File: src/hdl/wpd_pkg.sv
package wpd_pkg;

	// configuration register indexes
	localparam int CFG_IDX_BITS = 2;
	typedef logic [CFG_IDX_BITS-1:0] cfg_idx_t;

	localparam cfg_idx_t CFG_START_FRAME   = 2'd0;
	localparam cfg_idx_t CFG_END_FRAME     = 2'd1;
	localparam cfg_idx_t CFG_WINDOW_FRAMES = 2'd2;
	localparam cfg_idx_t CFG_STEREO_MODE   = 2'd3;

	// window length register width and its reset value
	localparam int WIN_BITS = 16;
	typedef logic [WIN_BITS-1:0] win_t;
	localparam win_t WIN_RESET = 16'd256;

	// number of results one frame can cause, as a push count
	typedef logic [1:0] push_cnt_t;
	localparam push_cnt_t PUSH_NONE = 2'd0;
	localparam push_cnt_t PUSH_ONE  = 2'd1;
	localparam push_cnt_t PUSH_TWO  = 2'd2;

endpackage

File: src/hdl/waveform_peak_decimator_unit.sv
// windowed peak decimator for waveform overviews
//
//  channel   handshake              payload
//  -------   ---------------------  -------------------------------------------
//  in        in_valid / in_ready    left_sample, right_sample, last_frame
//  out       out_valid / out_ready  end_marker, peak_index, peak_value, run_last
//  cfg       cfg_we (no wait)       cfg_index, cfg_data
//
// one frame per cycle sustained while the result queue has room; an in
// transaction lands in the input register, and its results enter the result
// queue when the held frame steps and show on out from the queue.
// a last-frame transaction with a partial window open makes two results,
// which leave one after the other through the single out port.
// in_ready drops only when the four-entry result queue lacks room for the
// frame held in the input register, so out stalls reach in through the queue.
// arst_n clears span state, configuration and the queue; no clearing pass.
module waveform_peak_decimator_unit #(
	parameter int INDEX_BITS  = 24,
	parameter int SAMPLE_BITS = 16
) (
	input  logic                          clk,
	input  logic                          arst_n,
	// frame input
	input  logic                          in_valid,
	output logic                          in_ready,
	input  logic signed [SAMPLE_BITS-1:0] left_sample,
	input  logic signed [SAMPLE_BITS-1:0] right_sample,
	input  logic                          last_frame,
	// peak output
	output logic                          out_valid,
	input  logic                          out_ready,
	output logic                          end_marker,
	output logic [INDEX_BITS-1:0]         peak_index,
	output logic signed [SAMPLE_BITS-1:0] peak_value,
	output logic                          run_last,
	// configuration writes
	input  logic                          cfg_we,
	input  wpd_pkg::cfg_idx_t             cfg_index,
	input  logic [((INDEX_BITS + 1 > wpd_pkg::WIN_BITS) ?
		(INDEX_BITS + 1) : wpd_pkg::WIN_BITS)-1:0] cfg_data
);

	localparam int CB = INDEX_BITS + 1;
	localparam int RW = INDEX_BITS + SAMPLE_BITS + 2;

	// configuration registers
	logic [INDEX_BITS-1:0] start_frame_q;
	logic [CB-1:0]         end_frame_q;
	wpd_pkg::win_t         window_frames_q;
	logic                  stereo_mode_q;

	// input register
	logic                   valid_s1;
	logic [SAMPLE_BITS-1:0] left_s1;
	logic [SAMPLE_BITS-1:0] right_s1;
	logic                   last_s1;

	wpd_pkg::push_cnt_t push_n;
	logic               step;
	logic [RW-1:0]      res0;
	logic [RW-1:0]      res1;
	logic [RW-1:0]      head;
	logic [2:0]         fill;
	logic [2:0]         fill_after;
	logic               pop;

	// configuration writes, each index selects one register
	always_ff @(posedge clk or negedge arst_n) begin
		if (!arst_n) begin
			start_frame_q   <= '0;
			end_frame_q     <= {1'b1, {INDEX_BITS{1'b0}}};
			window_frames_q <= wpd_pkg::WIN_RESET;
			stereo_mode_q   <= 1'b0;
		end else if (cfg_we) begin
			unique case (cfg_index)
				wpd_pkg::CFG_START_FRAME:   start_frame_q   <= cfg_data[INDEX_BITS-1:0];
				wpd_pkg::CFG_END_FRAME:     end_frame_q     <= cfg_data[CB-1:0];
				wpd_pkg::CFG_WINDOW_FRAMES: window_frames_q <= cfg_data[wpd_pkg::WIN_BITS-1:0];
				wpd_pkg::CFG_STEREO_MODE:   stereo_mode_q   <= cfg_data[0];
			endcase
		end
	end

	// the held frame moves on once the queue can take all of its results
	assign fill_after = fill + {1'b0, push_n};
	assign step       = valid_s1 && (fill_after <= 3'd4);
	assign in_ready   = !valid_s1 || step;

	always_ff @(posedge clk or negedge arst_n) begin
		if (!arst_n) begin
			valid_s1 <= 1'b0;
		end else if (in_valid && in_ready) begin
			valid_s1 <= 1'b1;
		end else if (step) begin
			valid_s1 <= 1'b0;
		end
	end

	always_ff @(posedge clk) begin
		if (in_valid && in_ready) begin
			left_s1  <= left_sample;
			right_s1 <= right_sample;
			last_s1  <= last_frame;
		end
	end

	wpd_frame #(
		.INDEX_BITS  (INDEX_BITS),
		.SAMPLE_BITS (SAMPLE_BITS)
	) u_frame (
		.clk           (clk),
		.arst_n        (arst_n),
		.step          (step),
		.left_sample   (left_s1),
		.right_sample  (right_s1),
		.last_frame    (last_s1),
		.start_frame   (start_frame_q),
		.end_frame     (end_frame_q),
		.window_frames (window_frames_q),
		.stereo_mode   (stereo_mode_q),
		.push_n        (push_n),
		.res0          (res0),
		.res1          (res1)
	);

	// results enter the queue only on a step of the held frame
	wpd_rbuf #(
		.W (RW)
	) u_rbuf (
		.clk    (clk),
		.arst_n (arst_n),
		.push_n (step ? push_n : wpd_pkg::PUSH_NONE),
		.push0  (res0),
		.push1  (res1),
		.pop    (pop),
		.head   (head),
		.count  (fill)
	);

	assign out_valid = (fill != 3'd0);
	assign pop       = out_valid && out_ready;

	// result layout: end marker, index, value, last-of-frame flag
	assign end_marker = head[RW-1];
	assign peak_index = head[RW-2 -: INDEX_BITS];
	assign peak_value = head[SAMPLE_BITS:1];
	assign run_last   = head[0];

	// queue never holds more than its four entries
	a_fill_bound: assert property (@(posedge clk) disable iff (!arst_n)
		fill <= 3'd4)
		else $error("result queue over its depth");

	// backpressure on in comes only from a frame held in the input register
	a_ready_src: assert property (@(posedge clk) disable iff (!arst_n)
		!in_ready |-> valid_s1)
		else $error("in_ready low with empty input register");

	// an end code is always the final result of its frame and carries no peak
	a_end_code: assert property (@(posedge clk) disable iff (!arst_n)
		out_valid && end_marker |-> run_last && peak_index == '0 && peak_value == '0)
		else $error("malformed end code");

	// a popped result that was not last of its frame is followed by another
	a_pair: assert property (@(posedge clk) disable iff (!arst_n)
		pop && !run_last |=> out_valid)
		else $error("first of a result pair without its follower");

endmodule

File: src/hdl/wpd_frame.sv
// per-frame peak tracking: span/window state and up to two results per frame
module wpd_frame #(
	parameter int INDEX_BITS  = 24,
	parameter int SAMPLE_BITS = 16
) (
	input  logic                          clk,
	input  logic                          arst_n,
	input  logic                          step,
	input  logic signed [SAMPLE_BITS-1:0] left_sample,
	input  logic signed [SAMPLE_BITS-1:0] right_sample,
	input  logic                          last_frame,
	input  logic [INDEX_BITS-1:0]         start_frame,
	input  logic [INDEX_BITS:0]           end_frame,
	input  wpd_pkg::win_t                 window_frames,
	input  logic                          stereo_mode,
	output wpd_pkg::push_cnt_t            push_n,
	output logic [INDEX_BITS+SAMPLE_BITS+1:0] res0,
	output logic [INDEX_BITS+SAMPLE_BITS+1:0] res1
);

	localparam int CB = INDEX_BITS + 1;

	logic [CB-1:0]          frame_counter_q;
	wpd_pkg::win_t          window_fill_q;
	logic [INDEX_BITS-1:0]  best_index_q;
	logic [SAMPLE_BITS-1:0] best_value_q;
	logic                   span_done_q;

	logic signed [SAMPLE_BITS:0] mix_sum;
	logic [SAMPLE_BITS-1:0]      mono;
	logic [SAMPLE_BITS-1:0]      mag_new;
	logic [SAMPLE_BITS-1:0]      mag_best;
	logic [CB:0]                 cnt_p1;
	logic                        hit_end;
	logic                        in_span;
	logic                        take;
	logic [INDEX_BITS-1:0]       nb_index;
	logic [SAMPLE_BITS-1:0]      nb_value;
	wpd_pkg::win_t               fill_inc;
	wpd_pkg::win_t               win_eff;
	logic                        close_win;
	logic                        pending;

	// floor((l + r) / 2) is an arithmetic shift of the widened sum
	assign mix_sum = {left_sample[SAMPLE_BITS-1], left_sample}
		+ {right_sample[SAMPLE_BITS-1], right_sample};
	assign mono = stereo_mode ? mix_sum[SAMPLE_BITS:1] : left_sample;

	// magnitudes as unsigned, the most negative value maps to 2^(n-1)
	assign mag_new  = mono[SAMPLE_BITS-1] ? (~mono + 1'b1) : mono;
	assign mag_best = best_value_q[SAMPLE_BITS-1] ? (~best_value_q + 1'b1) : best_value_q;

	assign cnt_p1  = {1'b0, frame_counter_q} + 1'b1;
	assign hit_end = (cnt_p1 == {1'b0, end_frame});
	assign in_span = !span_done_q && (frame_counter_q >= {1'b0, start_frame})
		&& (frame_counter_q < end_frame);

	assign take     = (window_fill_q == '0) || (mag_new > mag_best);
	assign nb_index = take ? frame_counter_q[INDEX_BITS-1:0] : best_index_q;
	assign nb_value = take ? mono : best_value_q;

	assign win_eff   = (window_frames == '0) ? wpd_pkg::win_t'(1) : window_frames;
	assign fill_inc  = window_fill_q + 1'b1;
	assign close_win = in_span && ((fill_inc >= win_eff) || hit_end);
	assign pending   = (window_fill_q != '0);

	always_comb begin
		res1 = {1'b1, {INDEX_BITS{1'b0}}, {SAMPLE_BITS{1'b0}}, 1'b1};
		if (last_frame) begin
			if (pending) begin
				push_n = wpd_pkg::PUSH_TWO;
				res0   = {1'b0, best_index_q, best_value_q, 1'b0};
			end else begin
				push_n = wpd_pkg::PUSH_ONE;
				res0   = {1'b1, {INDEX_BITS{1'b0}}, {SAMPLE_BITS{1'b0}}, 1'b1};
			end
		end else begin
			push_n = close_win ? wpd_pkg::PUSH_ONE : wpd_pkg::PUSH_NONE;
			res0   = {1'b0, nb_index, nb_value, 1'b1};
		end
	end

	always_ff @(posedge clk or negedge arst_n) begin
		if (!arst_n) begin
			frame_counter_q <= '0;
			window_fill_q   <= '0;
			best_index_q    <= '0;
			best_value_q    <= '0;
			span_done_q     <= 1'b0;
		end else if (step) begin
			if (last_frame) begin
				frame_counter_q <= '0;
				window_fill_q   <= '0;
				best_index_q    <= '0;
				best_value_q    <= '0;
				span_done_q     <= 1'b0;
			end else begin
				if (in_span) begin
					best_index_q  <= nb_index;
					best_value_q  <= nb_value;
					window_fill_q <= close_win ? '0 : fill_inc;
					if (close_win && hit_end) begin
						span_done_q <= 1'b1;
					end
				end
				// counter saturates at all ones
				if (frame_counter_q != {CB{1'b1}}) begin
					frame_counter_q <= cnt_p1[CB-1:0];
				end
			end
		end
	end

endmodule

File: src/hdl/wpd_rbuf.sv
// four-entry result queue, takes up to two results per cycle, gives one
module wpd_rbuf #(
	parameter int W = 42
) (
	input  logic               clk,
	input  logic               arst_n,
	input  wpd_pkg::push_cnt_t push_n,
	input  logic [W-1:0]       push0,
	input  logic [W-1:0]       push1,
	input  logic               pop,
	output logic [W-1:0]       head,
	output logic [2:0]         count
);

	logic [W-1:0] mem_q [4];
	logic [1:0]   wptr_q;
	logic [1:0]   rptr_q;
	logic [2:0]   count_q;
	logic [1:0]   wptr_p1;

	assign wptr_p1 = wptr_q + 1'b1;
	assign head    = mem_q[rptr_q];
	assign count   = count_q;

	always_ff @(posedge clk) begin
		if (push_n != wpd_pkg::PUSH_NONE) begin
			mem_q[wptr_q] <= push0;
		end
		if (push_n == wpd_pkg::PUSH_TWO) begin
			mem_q[wptr_p1] <= push1;
		end
	end

	always_ff @(posedge clk or negedge arst_n) begin
		if (!arst_n) begin
			wptr_q  <= '0;
			rptr_q  <= '0;
			count_q <= '0;
		end else begin
			wptr_q  <= wptr_q + push_n;
			rptr_q  <= rptr_q + {1'b0, pop};
			count_q <= count_q + {1'b0, push_n} - {2'b00, pop};
		end
	end

endmodule

File: config.mk
export PLATFORM = sky130hd
export DESIGN_NAME = waveform_peak_decimator_unit
export DESIGN_NICKNAME = d
export VERILOG_FILES = /design/src/hdl/wpd_pkg.sv /design/src/hdl/waveform_peak_decimator_unit.sv /design/src/hdl/wpd_frame.sv /design/src/hdl/wpd_rbuf.sv
export SDC_FILE = /design/constraint.sdc
export NUM_CORES = 1
export LEC_CHECK = 0
export CAP_MARGIN = 10
export CORE_ASPECT_RATIO = 0.6
export CORE_MARGIN = 2
export CORE_UTILIZATION = 50
export CTS_BUF_LIST = sky130_fd_sc_hd__clkbuf_2 sky130_fd_sc_hd__clkbuf_4 sky130_fd_sc_hd__clkbuf_8
export CTS_CLUSTER_SIZE = 30
export DETAILED_ROUTE_END_ITERATION = 10
export DONT_BUFFER_PORTS = 1
export PLACE_DENSITY = 0.61
export SKIP_CTS_REPAIR_TIMING = 1
export SYNTH_ARGS = -nofsm -noshare
export SYNTH_HDL_FRONTEND = slang
export SYNTH_SLANG_ARGS = --single-unit
File: constraint.sdc
create_clock -name clk -period 12.5 [get_ports clk]
set_input_delay 1.25 -clock clk [delete_from_list [all_inputs] [get_ports clk]]
set_output_delay 1.25 -clock clk [all_outputs]
set_load 0.1 [all_outputs]
# [Word-level counts from Yosys, hierarchy flattened]
# Memories as Yosys holds them, arrays and structs flattened.
# Index checks and enable logic that the tools add are counted.
[word_totals] ff_bits=189 romBits=0 latch_bits=0 memories=1 ramBits=168 word_cells=100 out_inout_bits=44
[op_classes] div_mod_pow=0 multipliers=0 n_shift=0 bitwise=2 n_mux=30 n_lt_le_gt_ge=5 n_eq_ne=6 reduce_logical=29 n_addsub=11
[memory_table] name="u_rbuf.mem_q" words=4 width=42 rd=1 rd_ports_with_merged_regs=0 write_ports=2 line_no="wpd_rbuf.sv:15" text="logic [W-1:0] mem_q [4];"
[ops] op="2-to-1 mux 16 bit" count=10
[ops] op="2-to-1 mux 42 bit" count=2
[ops] op="2-to-1 mux 24 bit" count=3
[ops] op="2-to-1 mux 25 bit" count=2
[ops] op="adder 16 x 1 -> 16 bit, second input constant" count=3
[ops] op="zero test 16 bit" count=2
[ops] op="inverter 16 bit" count=2
[ops] op="adder 25 x 1 -> 26 bit, second input constant" count=1
[ops] op="equality test 26 x 25 -> 1 bit" count=1
[ops] op=">= comparator 25 x 24 -> 1 bit" count=1
[ops] op="< comparator 25 bit" count=1
[ops] op="!= test 25 bit, second input constant" count=1
[ops] op="adder 16 x 16 -> 17 bit" count=1
[ops] op=">= comparator 16 bit" count=1
[ops] op="greater-than comparator 16 bit" count=1
[ops] op="nonzero test 16 bit" count=1
[ops] op="AND reduction 2 bit" count=6
[ops] op="2-to-1 mux 1 bit" count=10
[ops] op="nonzero test 2 bit" count=5
[ops] op="logical AND 1 bit" count=7
[ops] op="adder 3 x 2 -> 3 bit" count=2
[ops] op="equality test 2 bit, second input constant" count=3
[ops] op="2-to-1 mux 2 bit" count=3
[ops] op="less-or-equal comparator 3 bit, second input constant" count=1
[ops] op="other kinds (10)" count=13

# [Logic depth before layout (Yosys ltp)]
[logic_depth] ltp_word=14 mapped_depth=36

# [Modules after synthesis]
# Synthesis repeated with hierarchy kept, for this count alone.
[hier_totals] cells_unflattened=1883 area_unflattened_um2=21757.1
[modules_own_cells] mod="wpd_frame" instances=1 cells_each=1247 area_each_um2=9551.7
[modules_own_cells] mod="wpd_rbuf" instances=1 cells_each=443 area_each_um2=8580.7
[modules_own_cells] mod="waveform_peak_decimator_unit" instances=1 cells_each=193 area_each_um2=3624.7

# [Least setup slack after synthesis]
# OpenSTA, ideal clock, no wires.
[synth_path] kind="flip-flop to flip-flop" start="register u_frame.window_fill_q[0]" end="register u_rbuf.count_q[2] (netlist: u_rbuf.count[2])" period_less_slack_ns=6.659 arrival_time_ns=6.536 setup_ns=0.123 slack_ns=5.841 t_required_ns=12.377 n_path_buf=3 path_stages_with_launch=37 cell_sequence="dfrtp_1 -> ha_1 -> nand3_1 -> or3_1 -> inv_1 -> nand3_1 -> nor2_1 -> xnor2_1 -> ha_1 -> a21o_1 -> a211oi_1 -> nand2_1 -> a2111oi_0 -> o21a_1 -> o21ai_1 -> nor2_2 -> nor2_1 -> ha_1 -> inv_1 -> fa_1 -> inv_1 -> o21ai_0 -> and2_1 -> clkbuf_1 -> nand2_1 -> o21a_1 -> clkbuf_1 -> a21oi_2 -> buf_2 -> nand2_1 -> ha_1 -> inv_1 -> ha_1 -> inv_1 -> fa_1 -> xor2_1 -> xnor2_1"
[synth_between] elab_chain_len=12 elab_cells_between_ends=14 classes_between="add/sub (4); order compare (2); mux (4); reduce/logical (4)"
[synth_rtl] item="from (decl)" line_no="wpd_frame.sv:24" text="wpd_pkg::win_t window_fill_q;"
[synth_rtl] item="from (signal assigned)" line_no="wpd_frame.sv:101" text="window_fill_q <= close_win ? '0 : fill_inc;"
[synth_rtl] item="adder 16 x 1 -> 16 bit" line_no="wpd_frame.sv:63" text="assign fill_inc = window_fill_q + 1'b1;"
[synth_rtl] item=">= comparator 16 bit" line_no="wpd_frame.sv:64" text="assign close_win = in_span && ((fill_inc >= win_eff) || hit_end);"
[synth_rtl] item="logical OR 1 bit" line_no="wpd_frame.sv:64"
[synth_rtl] item="logical AND 1 bit" line_no="wpd_frame.sv:64"
[synth_rtl] item="2-to-1 mux 1 bit" line_no="wpd_frame.sv:78" text="push_n = close_win ? wpd_pkg::PUSH_ONE : wpd_pkg::PUSH_NONE;"
[synth_rtl] item="2-to-1 mux 2 bit (*)" line_no="wpd_frame.sv:69" text="if (last_frame) begin"
[synth_rtl] item="adder 3 x 2 -> 3 bit" line_no="waveform_peak_decimator_unit.sv:85" text="assign fill_after = fill + {1'b0, push_n};"
[synth_rtl] item="less-or-equal comparator 3 bit" line_no="waveform_peak_decimator_unit.sv:86" text="assign step = valid_s1 && (fill_after <= 3'd4);"
[synth_rtl] item="logical AND 1 bit" line_no="waveform_peak_decimator_unit.sv:86"
[synth_rtl] item="2-to-1 mux 2 bit (*)" line_no="waveform_peak_decimator_unit.sv:132" text=".push_n (step ? push_n : wpd_pkg::PUSH_NONE),"
[synth_rtl] item="adder 3 x 2 -> 3 bit (*)" line_no="wpd_rbuf.sv:42" text="count_q <= count_q + {1'b0, push_n} - {2'b00, pop};"
[synth_rtl] item="subtractor 3 x 1 -> 3 bit (*)" line_no="wpd_rbuf.sv:42"
[synth_rtl] item="to (signal assigned)" line_no="wpd_rbuf.sv:42"
[synth_rtl] item="to (decl)" line_no="wpd_rbuf.sv:18" text="logic [2:0] count_q;"
# Every way passes the cells marked *; elsewhere a longest branch is shown, timed or not.
# A chain may end at the register's enable or synchronous reset.

# [Worst setup path in the final report]
# Ends and elaborated chain as after synthesis.

==> flow_summary_export.csv <==
group,metric,value,unit
logic_synthesis,synth_top_family_by_area,"compound AO/OA/AOI/OAI gates",
cts,clkLatencyLatePin,0.66,ns
layout,finalNetCount,2303,
pwr,combinationalPowerShare,0.516,
job,cap_violations,0,
sta,rsz0062_at_grt,"false",
cts,cts_max_path_buffers,3,
floorplanning,die_w,262.7,um
cts,cts_buffers,55,
sta,max_slew_margin,0.1466,
logic_synthesis,synth_area_per_cell,9.071,um^2
pwr,vdd_drop_max,0.0001723,V
min_path,hold_path_class,"in2async",
global_route,grt-ovfl-total,0,
pwr,power_frac_seq,0.286,
layout,layout_commonest_cell,"nand2_1",
drt,wire_per_inst,22.25,um
floorplanning,io_pins,109,
critical_path,path_max_fanout,81,
sta,fmax,120.8,MHz
drt,firstDrtPassIters,6,
logic_synthesis,yosys.area.top_type_share,0.1919,
global_route,grt_pass1_wl,95650,um
run_status,status,"complete, no violations",
cts,htree_levels,2,
critical_path,path_class,"reg2reg",
pwr,clockPowerShare,0.197,
critical_path,critPathTopFamily,"simple AND/OR/NAND/NOR gates",
critical_path,arrival,8.78,ns
logic_synthesis,synth_compound_area_frac,0.1793,
layout,area_growth,7.283,%
logic_synthesis,synthMuxAreaShare,0.07489,
sta,tightest_slew,1.277,ns
pwr,leakagePower,0.008500,uW
logic_synthesis,ys_seq_area_frac,0.4113,
floorplanning,core-area,0.03931,mm^2
place,io_buffers,0,
layout,utilization,0.5481,
global_route,grt_max_degree,157,
critical_path,worstPathRequired,13.01,ns
sta,hold_violations,0,
place,place_congestion,0.9091,
logic_synthesis,synth_cell_types,81,
pwr,p_sw_frac,0.4971,
place,dp_hpwl,39080,um
logic_synthesis,synth_flop_cell,"dfxtp_1",
logic_synthesis,synth_edf_count,33,
logic_synthesis,syn_nets,2389,
pwr,p_sw,2818,uW
critical_path,worstSetupEndpointType,"flip-flop",
global_route,grtUsageTotal,0.2829,
global_route,grt_pass1_vias,16456,
drt,vias_per_cell,6.395,
drt,num_vias,17229,
drt,ant_nets,0,
cts,clkTransAtPathRegs,0.07,ns
logic_synthesis,synth_area_leaders,"dfrtp_1, dfxtp_1, ha_1",
critical_path,path_buf_inv,6,
pwr,cellPowerDensity,263.1,mW/mm^2
logic_synthesis,synth_area_leader_cell,"dfrtp_1",
sta,slew_viol_final,0,
floorplanning,die_y,159.2,um
drt,drt_iter0_drc,1847,
layout,drive_gt1_frac,0.1105,
drt,wirelength,59930,um
sta,fin_crit_sh,0.6622,
logic_synthesis,async_flop_share,0.4370,
sta,setup_viol,0,
critical_path,critPathLaunchType,"flip-flop",
cts,clock_sinks,357,
floorplanning,start_util,0.5109,
global_route,antenna_found_initial,2,
logic_synthesis,synthXorXnorAreaFrac,0.03402,
layout,mostFrequentLayoutCells,"nand2_1, o21ai_0, nor3_1",
critical_path,slowest_delay,0.65,ns
logic_synthesis,ys_seq_elements,357,
drt,drc,0,
floorplanning,rows,56,
logic_synthesis,synthSimpleGateAreaFrac,0.1760,
logic_synthesis,yosysWarningCount,0,
sta,timing.setup.tns,0,ns
cts,cts_root_buf,"clkbuf_8",
pwr,p_int,2851,uW
logic_synthesis,synthCells,2214,
critical_path,crit_path_top_delay_cell,"buf_4",
floorplanning,die_area,0.04184,mm^2
logic_synthesis,yosys.area_share.adder,0.06965,
sta,period_minus_slack,8.278,ns
cts,cts_tree,"done",
sta,skew,0.05315,ns
logic_synthesis,netlist_area,0.02008,mm^2
## area by class of cell
type	count	area [um^2]
diodes	1	2.502
inverters	105	394.1
well taps	522	653.1
multi-input cells	1582	10770
clock inverters	15	198.9
repair buffers	27	202.7
flip-flops and latches	357	8264
fillers	3487	17760
clock buffers	85	1057
## Yosys cell counts, types with 9 or more instances
library cell,number
nand2_1,228
o21ai_0,221
nor3_1,176
dfxtp_1,168
dfrtp_1,154
clkbuf_1,125
nand3_1,113
ha_1,107
a21oi_1,105
inv_1,104
nor2_1,65
a31oi_1,56
xnor2_1,48
mux2_2,46
mux4_2,42
edfxtp_1,33
buf_2,30
xor2_1,30
a22o_1,29
nand4_1,28
a22oi_1,27
o31ai_1,18
a211oi_1,16
a21o_1,16
nor4_1,14
nor2b_1,13
and2_1,12
and3_1,11
o21a_1,10
and4_1,9
nand2b_1,9
o21ai_1,9
## flip-flops by register name, summed over array words and instances (netlist names), 2 cells and up
signal,flops
window_frames_q,16
end_frame_q,25
u_frame.best_index_q,24
u_frame.window_fill_q,16
start_frame_q,24
u_frame.best_value_q,16
u_frame.frame_counter_q,25
left_s1,16
u_rbuf.wptr_q,2
u_rbuf.rptr_q,2
u_rbuf.count,3
right_s1,16
u_rbuf.mem_q,168
## worst paths after layout
path                                                       from                               end  cells past startpoint  slack [ns]
setup / recovery           u_frame.window_fill_q[0]$_DFFE_PN0P_         u_rbuf.count[2]$_DFF_PN0_                     34        4.22
hold / removal                                           arst_n         u_rbuf.count[1]$_DFF_PN0_                      0        0.32
setup reg to reg           u_frame.window_fill_q[0]$_DFFE_PN0P_         u_rbuf.count[2]$_DFF_PN0_                     34        4.22
hold reg to reg                u_rbuf.mem_q[1][23]$_SDFFE_PP0P_  u_rbuf.mem_q[1][23]$_SDFFE_PP0P_                      2        0.45
max in group asynchronous                                arst_n       end_frame_q[24]$_DFFE_PN1P_                      0       11.84
min in group clk               u_rbuf.mem_q[1][23]$_SDFFE_PP0P_  u_rbuf.mem_q[1][23]$_SDFFE_PP0P_                      2        0.45
## cells by family (layout without fill, tap and decap cells)
family	Yosys count	after routing
AND/OR/NAND/NOR	721	721
AO/OA/AOI/OAI	581	581
flip-flops	357	357
buffers and inverters	275	232
adder cells (fa/ha/maj)	110	110
multiplexers	92	92
XOR/XNOR	78	78
other	0	1
## stage by stage
| stage | instances | power, uW | area (um^2) | worst slack [ns] | hold WS [ns] |
|---|---|---|---|---|---|
| after floorplan | 2214 | 3888 | 20080 | 5.841 | 0.4254 |
| after global placement | 2593 | 4468 | 20290 | 4.655 | 0.4417 |
| after detailed placement | 2593 | 4527 | 20290 | 4.405 | 0.4416 |
| after CTS | 2693 | 5658 | 21540 | 4.367 | 0.2698 |
| after global routing | 2693 | 5984 | 21540 | 3.487 | 0.2767 |
| final | 2694 | 5669 | 21550 | 4.222 | 0.3178 |
## worst reg2reg max path: cells and delay by family (launching register included)
kind,cells,cell delay [ns]
simple gates,10,2.51
flops,1,0.43
fa+ha+maj,7,1.76
xor+xnor,3,0.48
buf+inv,6,0.97
compound gates,8,2.00
## routing by layer
metal	vias up	part of all wire	GRT usage
li1	7931	-	-
met1	8466	0.47	0.4255
met2	748	0.43	0.4243
met3	84	0.082	0.04702
met4	0	0.017	0.06583
met5	-	0	0
## power by group through the flow
stage / sequential [uW] / clock (uW) / combinational [uW]
after CTS: 1620 / 1140 / 2900
after detailed placement: 1640 / 0 / 2890
after global routing: 1650 / 1190 / 3140
after floorplan: 1580 / 0 / 2310
after global placement: 1630 / 0 / 2840
final: 1620 / 1120 / 2930
No activity file was read; power rests on OpenSTA's default activity.
